--- config.mk ---
export PLATFORM = sky130hd
export DESIGN_NAME = minimum_spanning_tree_kruskal
export DESIGN_NICKNAME = d
export VERILOG_FILES = /design/src/hdl/mst_pkg.sv /design/src/hdl/mst_ctrl.sv /design/src/hdl/mst_dpath.sv /design/src/hdl/minimum_spanning_tree_kruskal.sv
export VERILOG_INCLUDE_DIRS = /design/src /design/src/hdl
export SDC_FILE = /design/constraint.sdc
export NUM_CORES = 2
export LEC_CHECK = 0
export BUFFER_PORTS_ARGS = -buffer_cell sky130_fd_sc_hd__buf_2
export CAP_MARGIN = 10
export CORE_MARGIN = 8
export CORE_UTILIZATION = 40
export CTS_CLUSTER_DIAMETER = 60
export CTS_CLUSTER_SIZE = 16
export DETAILED_ROUTE_END_ITERATION = 16
export PLACE_DENSITY_LB_ADDON = 0.1
export SYNTH_ARGS = -nofsm -noshare
export SYNTH_HDL_FRONTEND = slang
export SYNTH_SLANG_ARGS = --single-unit
export TNS_END_PERCENT = 50
--- constraint.sdc ---
create_clock -name clk_i -period 4.5 [get_ports clk_i]
set_input_delay 0.675 -clock clk_i [delete_from_list [all_inputs] [get_ports clk_i]]
set_output_delay 0.675 -clock clk_i [all_outputs]
set_load 0.02 [all_outputs]
--- src/hdl/assert_macros.svh ---
// shared assertion macros, clocked on clk_i and disabled during reset
`ifndef ASSERT_MACROS_SVH
`define ASSERT_MACROS_SVH

// property must hold at every clock edge out of reset
`define ASSERT_CLK(lbl, prop) \
  lbl: assert property (@(posedge clk_i) disable iff (!rst_ni) (prop)) \
    else $error("assertion failed");

// condition must never be true out of reset
`define ASSERT_NEVER(lbl, cond) \
  lbl: assert property (@(posedge clk_i) disable iff (!rst_ni) !(cond)) \
    else $error("forbidden condition seen");

`endif

--- src/hdl/mst_pkg.sv ---
package mst_pkg;

  localparam int MAX_VERTICES = 32;
  localparam int MAX_EDGES    = 64;

  localparam int VIDX_W = 5;
  localparam int VCNT_W = 6;
  localparam int WGT_W  = 16;
  localparam int LIDX_W = $clog2(MAX_VERTICES);
  localparam int EIDX_W = (MAX_EDGES > 1) ? $clog2(MAX_EDGES) : 1;
  localparam int ECNT_W = $clog2(MAX_EDGES + 1);
  localparam int RBUF_DEPTH = MAX_VERTICES - 1;
  localparam int RIDX_W = $clog2(MAX_VERTICES);

  typedef struct packed {
    logic [VIDX_W-1:0]       src_vertex;
    logic [VIDX_W-1:0]       dst_vertex;
    logic signed [WGT_W-1:0] edge_weight;
    logic                    last_edge;
  } in_item_t;

  typedef struct packed {
    logic [VIDX_W-1:0]       out_src;
    logic [VIDX_W-1:0]       out_dst;
    logic signed [WGT_W-1:0] out_weight;
    logic                    edge_valid;
    logic                    dropped_any;
    logic                    last_result;
  } out_item_t;

  typedef struct packed {
    logic [VIDX_W-1:0]       src;
    logic [VIDX_W-1:0]       dst;
    logic signed [WGT_W-1:0] wgt;
  } edge_t;

  // commands from controller to datapath
  typedef struct packed {
    logic store;
    logic sort_rd_i;
    logic sort_cap_i;
    logic sort_rd_j;
    logic sort_cmp;
    logic sort_wr;
    logic uf_init;
    logic sc_rd_ord;
    logic sc_rd_edge;
    logic sc_chk;
    logic sc_lb;
    logic sc_next;
    logic em_rd;
    logic em_load;
    logic em_null;
    logic out_take;
  } mst_cmd_t;

  // status from datapath to controller
  typedef struct packed {
    logic sort_more;
    logic j_last;
    logic scan_more;
    logic range_ok;
    logic chosen_zero;
    logic out_last;
  } mst_stat_t;

endpackage

--- src/hdl/mst_ctrl.sv ---
module mst_ctrl import mst_pkg::*; (
  input  logic      clk_i,
  input  logic      rst_ni,
  input  logic      in_valid_i,
  input  logic      in_last_i,
  input  logic      out_valid_i,
  input  logic      out_ready_i,
  input  mst_stat_t stat_i,
  output logic      in_ready_o,
  output mst_cmd_t  cmd_o
);

  typedef enum logic [17:0] {
    S_IDLE       = 18'h00001,
    S_SORT_TEST  = 18'h00002,
    S_SORT_RD_I  = 18'h00004,
    S_SORT_CAP_I = 18'h00008,
    S_SORT_RD_J  = 18'h00010,
    S_SORT_CMP   = 18'h00020,
    S_SORT_WR    = 18'h00040,
    S_UF_INIT    = 18'h00080,
    S_SC_TEST    = 18'h00100,
    S_SC_RD_ORD  = 18'h00200,
    S_SC_RD_EDGE = 18'h00400,
    S_SC_CHK     = 18'h00800,
    S_SC_LB      = 18'h01000,
    S_SC_NEXT    = 18'h02000,
    S_EM_RD      = 18'h04000,
    S_EM_LOAD    = 18'h08000,
    S_EM_NULL    = 18'h10000,
    S_EM_WAIT    = 18'h20000
  } state_e;

  state_e state_q, state_d;
  logic   out_take;

  assign out_take   = out_valid_i && out_ready_i;
  assign in_ready_o = (state_q == S_IDLE);

  // state register
  always_ff @(posedge clk_i or negedge rst_ni) begin
    if (!rst_ni) begin
      state_q <= S_IDLE;
    end else begin
      state_q <= state_d;
    end
  end

  // next state
  always_comb begin
    state_d = state_q;
    case (state_q)
      S_IDLE:       if (in_valid_i && in_last_i) state_d = S_SORT_TEST;
      S_SORT_TEST:  state_d = stat_i.sort_more ? S_SORT_RD_I : S_UF_INIT;
      S_SORT_RD_I:  state_d = S_SORT_CAP_I;
      S_SORT_CAP_I: state_d = S_SORT_RD_J;
      S_SORT_RD_J:  state_d = S_SORT_CMP;
      S_SORT_CMP:   state_d = stat_i.j_last ? S_SORT_WR : S_SORT_RD_J;
      S_SORT_WR:    state_d = S_SORT_TEST;
      S_UF_INIT:    state_d = S_SC_TEST;
      S_SC_TEST: begin
        if (stat_i.scan_more) state_d = S_SC_RD_ORD;
        else state_d = stat_i.chosen_zero ? S_EM_NULL : S_EM_RD;
      end
      S_SC_RD_ORD:  state_d = S_SC_RD_EDGE;
      S_SC_RD_EDGE: state_d = S_SC_CHK;
      S_SC_CHK:     state_d = stat_i.range_ok ? S_SC_LB : S_SC_NEXT;
      S_SC_LB:      state_d = S_SC_NEXT;
      S_SC_NEXT:    state_d = S_SC_TEST;
      S_EM_RD:      state_d = S_EM_LOAD;
      S_EM_LOAD:    state_d = S_EM_WAIT;
      S_EM_NULL:    state_d = S_EM_WAIT;
      S_EM_WAIT: begin
        if (out_take) state_d = stat_i.out_last ? S_IDLE : S_EM_RD;
      end
      default:      state_d = S_IDLE;
    endcase
  end

  // command decode
  always_comb begin
    cmd_o            = '0;
    cmd_o.store      = (state_q == S_IDLE) && in_valid_i;
    cmd_o.sort_rd_i  = (state_q == S_SORT_RD_I);
    cmd_o.sort_cap_i = (state_q == S_SORT_CAP_I);
    cmd_o.sort_rd_j  = (state_q == S_SORT_RD_J);
    cmd_o.sort_cmp   = (state_q == S_SORT_CMP);
    cmd_o.sort_wr    = (state_q == S_SORT_WR);
    cmd_o.uf_init    = (state_q == S_UF_INIT);
    cmd_o.sc_rd_ord  = (state_q == S_SC_RD_ORD);
    cmd_o.sc_rd_edge = (state_q == S_SC_RD_EDGE);
    cmd_o.sc_chk     = (state_q == S_SC_CHK);
    cmd_o.sc_lb      = (state_q == S_SC_LB);
    cmd_o.sc_next    = (state_q == S_SC_NEXT);
    cmd_o.em_rd      = (state_q == S_EM_RD);
    cmd_o.em_load    = (state_q == S_EM_LOAD);
    cmd_o.em_null    = (state_q == S_EM_NULL);
    cmd_o.out_take   = (state_q == S_EM_WAIT) && out_take;
  end

endmodule

--- src/hdl/mst_dpath.sv ---
module mst_dpath import mst_pkg::*; (
  input  logic              clk_i,
  input  logic              rst_ni,
  input  logic              cfg_we_i,
  input  logic [VCNT_W-1:0] cfg_wdata_i,
  input  in_item_t          in_item_i,
  input  mst_cmd_t          cmd_i,
  output mst_stat_t         stat_o,
  output logic              out_valid_o,
  output out_item_t         out_item_o
);
  `include "assert_macros.svh"

  logic [VCNT_W-1:0] vcount_q;
  logic [VCNT_W-1:0] n_eff;
  logic [ECNT_W-1:0] cnt_q, i_q, j_q, k_q;
  logic [EIDX_W-1:0] pos_q;
  logic [RIDX_W-1:0] chosen_q, e_q;
  logic              drop_q;
  logic              out_valid_q;
  out_item_t         out_q;

  edge_t             edge_mem [MAX_EDGES];
  edge_t             edge_rd_q;
  logic [EIDX_W-1:0] edge_raddr;
  logic [EIDX_W-1:0] ord_mem [MAX_EDGES];
  logic [EIDX_W-1:0] ord_rd_q;
  edge_t             rbuf_mem [RBUF_DEPTH];
  edge_t             rbuf_rd_q;

  logic [VIDX_W-1:0] label_q [MAX_VERTICES];
  logic [VIDX_W-1:0] la_q;
  logic [VIDX_W-1:0] lab_rd;
  logic [LIDX_W-1:0] lab_addr;

  logic              in_ok;
  logic signed [WGT_W-1:0] wi_q;
  logic              less;

  // effective vertex count
  always_comb begin
    if (vcount_q == '0) n_eff = VCNT_W'(1);
    else if (vcount_q > VCNT_W'(MAX_VERTICES)) n_eff = VCNT_W'(MAX_VERTICES);
    else n_eff = vcount_q;
  end

  assign in_ok = ({1'b0, in_item_i.src_vertex} < n_eff) &&
                 ({1'b0, in_item_i.dst_vertex} < n_eff) &&
                 (cnt_q < ECNT_W'(MAX_EDGES));

  // stable order: earlier edge with equal weight goes first
  assign less = (edge_rd_q.wgt < wi_q) || ((edge_rd_q.wgt == wi_q) && (j_q < i_q));

  assign edge_raddr = cmd_i.sc_rd_edge ? ord_rd_q :
                      (cmd_i.sort_rd_i ? i_q[EIDX_W-1:0] : j_q[EIDX_W-1:0]);

  assign lab_addr = cmd_i.sc_chk ? edge_rd_q.src[LIDX_W-1:0] : edge_rd_q.dst[LIDX_W-1:0];
  assign lab_rd   = label_q[lab_addr];

  // status
  assign stat_o.sort_more   = (i_q < cnt_q);
  assign stat_o.j_last      = ((j_q + ECNT_W'(1)) == cnt_q);
  assign stat_o.scan_more   = (k_q < cnt_q) &&
                              ((VCNT_W'(chosen_q) + VCNT_W'(1)) < n_eff);
  assign stat_o.range_ok    = ({1'b0, edge_rd_q.src} < n_eff) &&
                              ({1'b0, edge_rd_q.dst} < n_eff);
  assign stat_o.chosen_zero = (chosen_q == '0);
  assign stat_o.out_last    = out_q.last_result;

  assign out_valid_o = out_valid_q;
  assign out_item_o  = out_q;

  // edge store and its registered read
  always_ff @(posedge clk_i) begin
    if (cmd_i.store && in_ok) begin
      edge_mem[cnt_q[EIDX_W-1:0]] <= '{src: in_item_i.src_vertex,
                                       dst: in_item_i.dst_vertex,
                                       wgt: in_item_i.edge_weight};
    end
    if (cmd_i.sort_rd_i || cmd_i.sort_rd_j || cmd_i.sc_rd_edge) begin
      edge_rd_q <= edge_mem[edge_raddr];
    end
  end

  // sorted order memory
  always_ff @(posedge clk_i) begin
    if (cmd_i.sort_wr) ord_mem[pos_q] <= i_q[EIDX_W-1:0];
    if (cmd_i.sc_rd_ord) ord_rd_q <= ord_mem[k_q[EIDX_W-1:0]];
  end

  // chosen edge buffer
  always_ff @(posedge clk_i) begin
    if (cmd_i.sc_lb && (lab_rd != la_q)) rbuf_mem[chosen_q] <= edge_rd_q;
    if (cmd_i.em_rd) rbuf_rd_q <= rbuf_mem[e_q];
  end

  // sort working registers
  always_ff @(posedge clk_i) begin
    if (cmd_i.sort_cap_i) wi_q <= edge_rd_q.wgt;
    if (cmd_i.sc_chk) la_q <= lab_rd;
    if (cmd_i.sort_cap_i) pos_q <= '0;
    else if (cmd_i.sort_cmp && less) pos_q <= pos_q + EIDX_W'(1);
  end

  // component labels, merged by relabeling every entry that holds the old label
  always_ff @(posedge clk_i or negedge rst_ni) begin
    if (!rst_ni) begin
      for (int v = 0; v < MAX_VERTICES; v++) label_q[v] <= VIDX_W'(v);
    end else if (cmd_i.uf_init) begin
      for (int v = 0; v < MAX_VERTICES; v++) label_q[v] <= VIDX_W'(v);
    end else if (cmd_i.sc_lb && (lab_rd != la_q)) begin
      for (int v = 0; v < MAX_VERTICES; v++) begin
        if (label_q[v] == lab_rd) label_q[v] <= la_q;
      end
    end
  end

  // control counters and flags
  always_ff @(posedge clk_i or negedge rst_ni) begin
    if (!rst_ni) begin
      vcount_q    <= VCNT_W'(32);
      cnt_q       <= '0;
      drop_q      <= 1'b0;
      i_q         <= '0;
      j_q         <= '0;
      k_q         <= '0;
      chosen_q    <= '0;
      e_q         <= '0;
      out_valid_q <= 1'b0;
    end else begin
      if (cfg_we_i) vcount_q <= cfg_wdata_i;
      if (cmd_i.store) begin
        i_q <= '0;
        if (in_ok) cnt_q <= cnt_q + ECNT_W'(1);
        else drop_q <= 1'b1;
      end
      if (cmd_i.sort_wr) i_q <= i_q + ECNT_W'(1);
      if (cmd_i.sort_cap_i) j_q <= '0;
      else if (cmd_i.sort_cmp) j_q <= j_q + ECNT_W'(1);
      if (cmd_i.uf_init) begin
        k_q      <= '0;
        chosen_q <= '0;
        e_q      <= '0;
      end
      if (cmd_i.sc_chk && !stat_o.range_ok) drop_q <= 1'b1;
      if (cmd_i.sc_lb && (lab_rd != la_q)) chosen_q <= chosen_q + RIDX_W'(1);
      if (cmd_i.sc_next) k_q <= k_q + ECNT_W'(1);
      if (cmd_i.em_load || cmd_i.em_null) out_valid_q <= 1'b1;
      if (cmd_i.out_take) begin
        out_valid_q <= 1'b0;
        e_q         <= e_q + RIDX_W'(1);
        if (out_q.last_result) begin
          cnt_q    <= '0;
          drop_q   <= 1'b0;
          chosen_q <= '0;
        end
      end
    end
  end

  // result register
  always_ff @(posedge clk_i) begin
    if (cmd_i.em_load) begin
      out_q <= '{out_src: rbuf_rd_q.src, out_dst: rbuf_rd_q.dst,
                 out_weight: rbuf_rd_q.wgt, edge_valid: 1'b1,
                 dropped_any: drop_q,
                 last_result: ((e_q + RIDX_W'(1)) == chosen_q)};
    end else if (cmd_i.em_null) begin
      out_q <= '{out_src: '0, out_dst: '0, out_weight: '0, edge_valid: 1'b0,
                 dropped_any: drop_q, last_result: 1'b1};
    end
  end

  `ASSERT_NEVER(a_cnt_range, cnt_q > ECNT_W'(MAX_EDGES))
  `ASSERT_CLK(a_chosen_inc, (cmd_i.sc_lb && (lab_rd != la_q)) |=> (chosen_q == $past(chosen_q) + RIDX_W'(1)))
  `ASSERT_NEVER(a_rbuf_over, cmd_i.sc_lb && (lab_rd != la_q) && (VCNT_W'(chosen_q) + VCNT_W'(1) >= n_eff))

endmodule

--- src/hdl/minimum_spanning_tree_kruskal.sv ---
// Kruskal minimum spanning tree. Edges are taken one per cycle while the block is idle and
// stored in order; the edge with last_edge set starts the run, and in_ready_o stays low until
// the last result is taken. Edges are ordered by rank counting, each compare reading a stored
// edge through the single edge memory read port; the union-find scan then walks the sorted
// edges, and emission of each result waits on any output stall. The user writes vertex_count
// through cfg_we_i and cfg_wdata_i only between graphs; the block does not enforce this.
module minimum_spanning_tree_kruskal import mst_pkg::*; (
  input  logic              clk_i,
  input  logic              rst_ni,
  input  logic              cfg_we_i,
  input  logic [VCNT_W-1:0] cfg_wdata_i,
  input  logic              in_valid_i,
  output logic              in_ready_o,
  input  in_item_t          in_item_i,
  output logic              out_valid_o,
  input  logic              out_ready_i,
  output out_item_t         out_item_o
);

  mst_cmd_t  cmd;
  mst_stat_t stat;

  // sequencing
  mst_ctrl u_ctrl (
    .clk_i       (clk_i),
    .rst_ni      (rst_ni),
    .in_valid_i  (in_valid_i),
    .in_last_i   (in_item_i.last_edge),
    .out_valid_i (out_valid_o),
    .out_ready_i (out_ready_i),
    .stat_i      (stat),
    .in_ready_o  (in_ready_o),
    .cmd_o       (cmd)
  );

  // storage and compute
  mst_dpath u_dpath (
    .clk_i       (clk_i),
    .rst_ni      (rst_ni),
    .cfg_we_i    (cfg_we_i),
    .cfg_wdata_i (cfg_wdata_i),
    .in_item_i   (in_item_i),
    .cmd_i       (cmd),
    .stat_o      (stat),
    .out_valid_o (out_valid_o),
    .out_item_o  (out_item_o)
  );

endmodule

After elaboration in Yosys (flattened, before gate mapping)
Memories as Yosys holds them, arrays and structs flattened. A register that Yosys moved wholly into a read port is not among the register bits.
Cells that the tools add are included.
- reduce and logical (&&, ||, !) cells: 94
- bitwise operators: 1
- mux-type cells: 82
- order comparisons: 12
- eq/ne operators: 56
- $add $sub $neg: 8
- operators with widths (cell ; number):
    two-way mux 160 bit ; 2
    one-hot mux 18 bit (16 select lines) ; 1
    two-way mux 5 bit ; 41
    equality test 5 bit ; 33
    nonzero test 2 bit ; 39
    two-way mux 7 bit ; 11
    AND reduction 2 bit ; 33
    two-way mux 29 bit ; 2
    two-way mux 18 bit ; 3
    adder 7 x 1 -> 7 bit (second input constant) ; 4
    binary-select mux 5 bit (select 5 bit) ; 1
    less-than comparator 5 x 6 -> 1 bit ; 4
    two-way mux 6 bit ; 4
    less-than comparator 7 bit ; 3
    equality test 18 x 1 -> 1 bit (second input constant) ; 1
    equality test 18 x 10 -> 1 bit (second input constant) ; 1
    equality test 18 x 11 -> 1 bit (second input constant) ; 1
    equality test 18 x 12 -> 1 bit (second input constant) ; 1
    equality test 18 x 13 -> 1 bit (second input constant) ; 1
    equality test 18 x 14 -> 1 bit (second input constant) ; 1
    equality test 18 x 15 -> 1 bit (second input constant) ; 1
    equality test 18 x 16 -> 1 bit (second input constant) ; 1
    equality test 18 x 17 -> 1 bit (second input constant) ; 1
    equality test 18 bit (second input constant) ; 1
    other kinds (32) ; 62
- bits of input ports: 38
- bits in writable memories: 2854
- word-level logic and storage cells: 307
- bits in registers: 280
- memories kept: 3
- output and inout port bits: 31
- memories (memory ; depth ; bits a word ; read ports ; clocked after Yosys merged registers in ; wr ports ; line ; text):
    u_dpath.edge_mem ; 64 ; 26 ; 1 ; 1 ; 1 ; mst_dpath.sv:23 ; edge_t edge_mem [MAX_EDGES];
    u_dpath.rbuf_mem ; 31 ; 26 ; 1 ; 1 ; 1 ; mst_dpath.sv:28 ; edge_t rbuf_mem [RBUF_DEPTH];
    u_dpath.ord_mem ; 64 ; 6 ; 1 ; 1 ; 1 ; mst_dpath.sv:26 ; logic [EIDX_W-1:0] ord_mem [MAX_EDGES];

Depth between registers and ports, before layout
- depth after elaboration: 11
- depth in mapped cells: 20
- gate-level depth less buffers: 14

By module
A second synthesis with hierarchy kept.
- cell total of the unflattened synthesis: 6880
- area total of the unflattened synthesis: 129570.5 µm²
- modules (own cells, without submodules) (module ; sequential area each (µm²) ; area an instance (µm²) ; instances ; cells an instance):
    mst_dpath ; 94311.7 ; 128434.4 ; 1 ; 6765
    mst_ctrl ; 451.7 ; 1136.1 ; 1 ; 115

Least setup slack after synthesis
No wires, ideal clock.
- kind: register to register
- from: reg u_ctrl.state_q[13]
- to: mem u_dpath.edge_mem[39][0] (netlist name), enable pin
- data arrival time: 4.194 ns
- slack: -0.136 ns
- stages on the path, launching flop included: 10
- library setup time: 0.442 ns
- buffers on the path: 1
- clock period less this slack: 4.636 ns
- cell sequence: dfrtp_1 buf_6 nor4_4 nand4_2 nor3_2 and4b_1 nand2_1 nor3_1 nand2_1 nor3_1
- word-level cells in the longest chain between the ends: 5
- ends and longest elaborated chain (item ; line ; text):
    start: declaration ; mst_ctrl.sv:34 ; state_e state_q, state_d;
    start signal: assignment ; mst_ctrl.sv:45 ; state_q <= state_d;
    equality test 18 x 1 -> 1 bit ; - ;
    via in_ready_o ; minimum_spanning_tree_kruskal.sv:13 ; output logic in_ready_o,
    logical AND 1 bit ; mst_ctrl.sv:83 ; cmd_o.store = (state_q == S_IDLE) && in_valid_i;
    logical AND 1 bit ; mst_dpath.sv:75 ; if (cmd_i.store && in_ok) begin
    two-way mux 1 bit ; mst_dpath.sv:75 ;
    two-way mux 1 bit (not written as such) ; mst_dpath.sv:76 ; edge_mem[cnt_q[EIDX_W-1:0]] <= '{src: in_item_i.src_vertex,
    end: declaration ; mst_dpath.sv:23 ;
The timed path passes the listed nets, and every way through them passes these cells.

Worst setup path in the final report
- from: reg u_ctrl.state_q[5]
- to: mem u_dpath.rbuf_mem[21][7] (netlist name), enable pin
- word-level cells in the longest chain between the ends: 10
- elaborated cells on any way between the ends: 11
- those cells by class: 3 x eq/ne; 6 x mux; 1 x bitwise; 1 x reduce/logical
- ends and longest elaborated chain (item ; line ; text):
    equality test 18 x 12 -> 1 bit ; mst_ctrl.sv:92 ; cmd_o.sc_chk = (state_q == S_SC_CHK);
    two-way mux 5 bit ; mst_dpath.sv:57 ; assign lab_addr = cmd_i.sc_chk ? edge_rd_q.src[LIDX_W-1:0] : edge_rd_q.dst[LIDX_W-1:0];
    inverter 5 -> 6 bit (not written as such) ; mst_dpath.sv:58 ; assign lab_rd = label_q[lab_addr];
    binary-select mux 5 bit (select 5 bit) ; mst_dpath.sv:58 ;
    two-way mux 5 bit (not written as such) (2 in series) ; mst_dpath.sv:58 ;
    != test 5 bit ; mst_dpath.sv:93 ; if (cmd_i.sc_lb && (lab_rd != la_q)) rbuf_mem[chosen_q] <= edge_rd_q;
    logical AND 1 bit * ; mst_dpath.sv:93 ;
    two-way mux 1 bit * ; mst_dpath.sv:93 ;
    two-way mux 1 bit (not written as such) * ; mst_dpath.sv:93 ;
    end: declaration ; mst_dpath.sv:28 ;
Mark *: on every way between the ends. The rest lies on a longest branch, timed or not. The select of a mux whose other input is x is not followed.

==> results.cfg <==
[pwr]
switching_share_pct = 22.3
p_seq_share_pct = 55.1
clkPwrFrac_pct = 40.7
p_int_mw = 46.3
peakVddDrop_v = 0.000301
leakage_nw = 49.4
pwr-share-comb_pct = 4.2
powerDensity_nw_per_um2 = 393
power_switching_mw = 13.3

[worst_setup_path]
worst-path-max-fanout = 33
setup.worst_path.class = reg2reg
cp.arrival_ns = 5.03
critPathRequiredTime_ns = 5.11
r2r_slack_ns = 0.08
crit_path_end_kind = register
crit_path_cell_trace = nor4_4, buf_4, nand3_2, buf_4, o21ai_4, nand2_1, buf_12, a2111oi_1, a211oi_1, mux2i_1, mux2_2, xnor2_2, o31a_2, buf_12, and3_2, buf_12
crit_path_start_kind = register
cpPeakStageDelay_ns = 0.52
rr_worst_depth = 16
worstSetupStartpoint = u_ctrl.state_q[5]
r2r_end = u_dpath.rbuf_mem[21][7]
cpMostUsedCell = buf_12
crit_slowest_cell = a2111oi_1
r2r-start = u_ctrl.state_q[5]

[timing]
min_period_over_period_pct = 98.3
fmax_mhz = 226
slew-limit-headroom_pct = 23.4
worst-slew-pin-transition_ns = 1.15
skew_ns = 0.0665
rsz0062_at_grt = true
setup_violations = 0
layout_min_cycle_time_ns = 4.42
slew_violations = 0
whs_ns = 0.131
final-hold-violation-count = 0

[routing]
routed_wirelength_um = 370000
wl_per_cell_um = 30.5
via_per_inst = 5.66
drt_iter0_markers = 6236
drc_errors = 0
antenna_left = 0
vias = 68629
firstDrtPassIters = 5

[finish]
seqCellArea_um2 = 94800
area_growth_pct = 16.5
nets = 7709
n_fill_cell = 27450
drive_gt1_share_pct = 27.9
multiInputGateArea_um2 = 34100
fin_area_um2 = 151000

[clock_tree]
clkTransAtPathRegs_ns = 0.07
htreeDepth = 5
tritoncts = built
ctsRootBufferMaster = clkbuf_16
cts-buffers-inserted = 286
max-clock-path-buffers = 4
clkLatencyLatePin_ns = 0.90
cts.sinks = 3192

[floorplanning]
initial_core_util_pct = 40.1
rows = 209
die-area_um2 = 343000
ioPinCount = 69
die_h_um = 586
coreArea_um2 = 324000
die_x_um = 586

[yosys]
synth_compound_area_share_pct = 3.24
synth_edf_count = 2961
synth-simple-area-share_pct = 5.35
synthMuxAreaShare_pct = 15.0
ys.flop_type = edfxtp_1
avgSynthCellArea_um2 = 18.4
synth-seq-cells = 3192
postSynthNetCount = 7147
synth-seq-area-share_pct = 72.9
synth_cell_types = 89
netlist_area_um2 = 130000
netlist_instances = 7044
synth_top_family_by_area = multiplexers
synth_xor_area_share_pct = 1.28
synthArstFlopShare_pct = 7.02
synth_fa_ha_area_share_pct = 0.626
ys_warn_count = 0

[placement]
dp_hpwl_um = 228000
placed_area_um2 = 141000
io_buffers = 68
gp_congestion = 0.867

[run_status]
status = complete, no violations

[grt]
grt_remaining_overflow = 0
antenna_found_initial = 24
grt_use_total_pct = 21.0
grt_pass1_wl_um = 526000
grt_max_degree = 109
grt_pass1_vias = 70715

[min_path]
holdCritPathClass = in2reg
whs_path_depth = 2
min_from = cfg_we_i
min_to = u_dpath.vcount_q[4]

[run]
max_cap_violations = 0
[timing repair]
item | 4_1_cts | 5_1_grt
endpoints found under the setup margin | 920 | 996
buffers inserted | 20 | 43
gates resized for setup | 31 | 78
hold buffers | 6 | 0
pin swaps | 9 | 24
endpoints found under the hold margin | 53 | 0
cloned | 5 | 7
[worst max-delay path by stage]
| stage | endpoint | slack [ns] | cells after the start |
|---|---|---|---|
| floorplan | u_dpath.rbuf_mem[14][0] | -0.02 | 14 |
| global placement | u_dpath.edge_rd_q[23] | -0.66 | 15 |
| detailed placement | u_dpath.edge_rd_q[23] | -0.61 | 15 |
| CTS | u_dpath.edge_rd_q[23] | 0.02 | 14 |
| global route | u_dpath.edge_rd_q[7] | -0.1 | 18 |
| finish | u_dpath.rbuf_mem[21][7] | 0.08 | 16 |
[cell type report]
| cell class | instances | area share [%] |
|---|---|---|
| clock buffer | 322 | 4.92 |
| clock inverter | 147 | 1.02 |
| tap | 4325 | 3.57 |
| multi-input combinational | 3385 | 22.5 |
| antenna | 10 | 0.0165 |
| timing repair buffer | 685 | 5.21 |
| sequential | 3192 | 62.6 |
| inverter | 56 | 0.139 |
[per-stage QoR]
step	setup WS, ns	std cells	util, %	power (mW)	TNS, ns
floorplan	-0.0206	7044	-	34.6	-7.99
global placement	-0.657	11564	43.5	36.0	-76.88
detailed placement	-0.614	11564	43.5	36.0	-69.73
CTS	0.0210	12063	46.5	60.3	0
global route	-0.0963	12113	46.8	61.4	-1.02
finish	0.0761	12122	46.8	59.6	0
[state kept, by name, summed over array words and instances, names as in the netlist, 16 cells and up]
name / cells
u_dpath.edge_mem: 1664
u_dpath.rbuf_mem: 806
u_ctrl.state_q: 18
u_dpath.edge_rd_q: 26
u_dpath.wi_q: 16
u_dpath.out_item_o: 29
u_dpath.ord_mem: 384
u_dpath.label_q: 160
u_dpath.rbuf_rd_q: 26
[layout by cell type, fill, tap and decap left out, types with 29 or more instances in the layout]
cell type,synthesis,layout
clkbuf_16,0,299
inv_1,53,53
nand4_1,41,41
a31oi_1,41,41
o221ai_1,50,50
a21oi_1,83,79
o21ai_1,36,32
buf_4,21,392
and3_1,64,33
nor2_1,358,291
and3_2,0,31
buf_2,67,67
edfxtp_1,2961,2961
nand3_1,127,125
mux2i_1,376,369
inv_6,0,29
a211oi_1,105,89
o21ai_0,157,154
xnor2_1,127,127
dfstp_2,82,82
nand2_1,503,498
ha_1,65,65
and2_1,85,82
xor2_1,61,61
dfrtp_1,142,125
nor2_4,0,56
buf_12,0,184
mux4_2,689,689
[routing by layer]
metal  up-vias  routed length, um  track usage [%]
li1      29394                  -                -
met1     36864             163000             29.9
met2      1947             179000             34.8
met3       424              20200             2.93
met4         0               8510             4.55
met5         -                  0                0
[Yosys cell counts, drive strengths merged, types with 50 or more instances]
cell    number  area (um2)
and2        88         556
inv         53         199
clkbuf     244         916
mux4       689       15500
nand3      151         876
o221ai      50         438
nand2      507        1910
xor2        61         534
a21oi       83         415
nor2       360        1360
dfstp       82        2150
buf        167         887
mux2i      376        3760
and3        64         400
xnor2      128        1130
dfrtp      142        3550
a211oi     105         788
nand4       50         369
o21ai      196        1010
edfxtp    2961       88900
ha          65         813
[critical path, delay by kind of cell (launching register included)]
| family | cells | cell delay, ns |
|---|---|---|
| multiplexers | 2 | 0.55 |
| AND/OR/NAND/NOR | 4 | 0.83 |
| AO/OA/AOI/OAI | 4 | 1.21 |
| XOR/XNOR | 1 | 0.08 |
| flip-flops | 1 | 0.45 |
| buffers and inverters | 5 | 0.97 |
[power groups by stage]
stage | clock network (mW) | registers [mW] | logic, mW
floorplan | 0 | 33.3 | 1.31
global placement | 0 | 33.5 | 2.52
detailed placement | 0 | 33.5 | 2.56
CTS | 24.9 | 32.8 | 2.57
global route | 25.9 | 32.8 | 2.71
finish | 24.2 | 32.8 | 2.52
[kinds of logic (layout without fill, tap and decap cells)]
| group | Yosys count | count (layout) |
|---|---|---|
| muxes | 1085 | 1085 |
| adders and majority gates | 65 | 65 |
| buffers and inverters | 467 | 1210 |
| and+or+nand+nor | 1413 | 1413 |
| other | 0 | 10 |
| AOI/OAI and AO/OA | 633 | 633 |
| DFF | 3192 | 3192 |
| xor gates and xnor gates | 189 | 189 |
No activity file was read; power rests on OpenSTA's default activity.
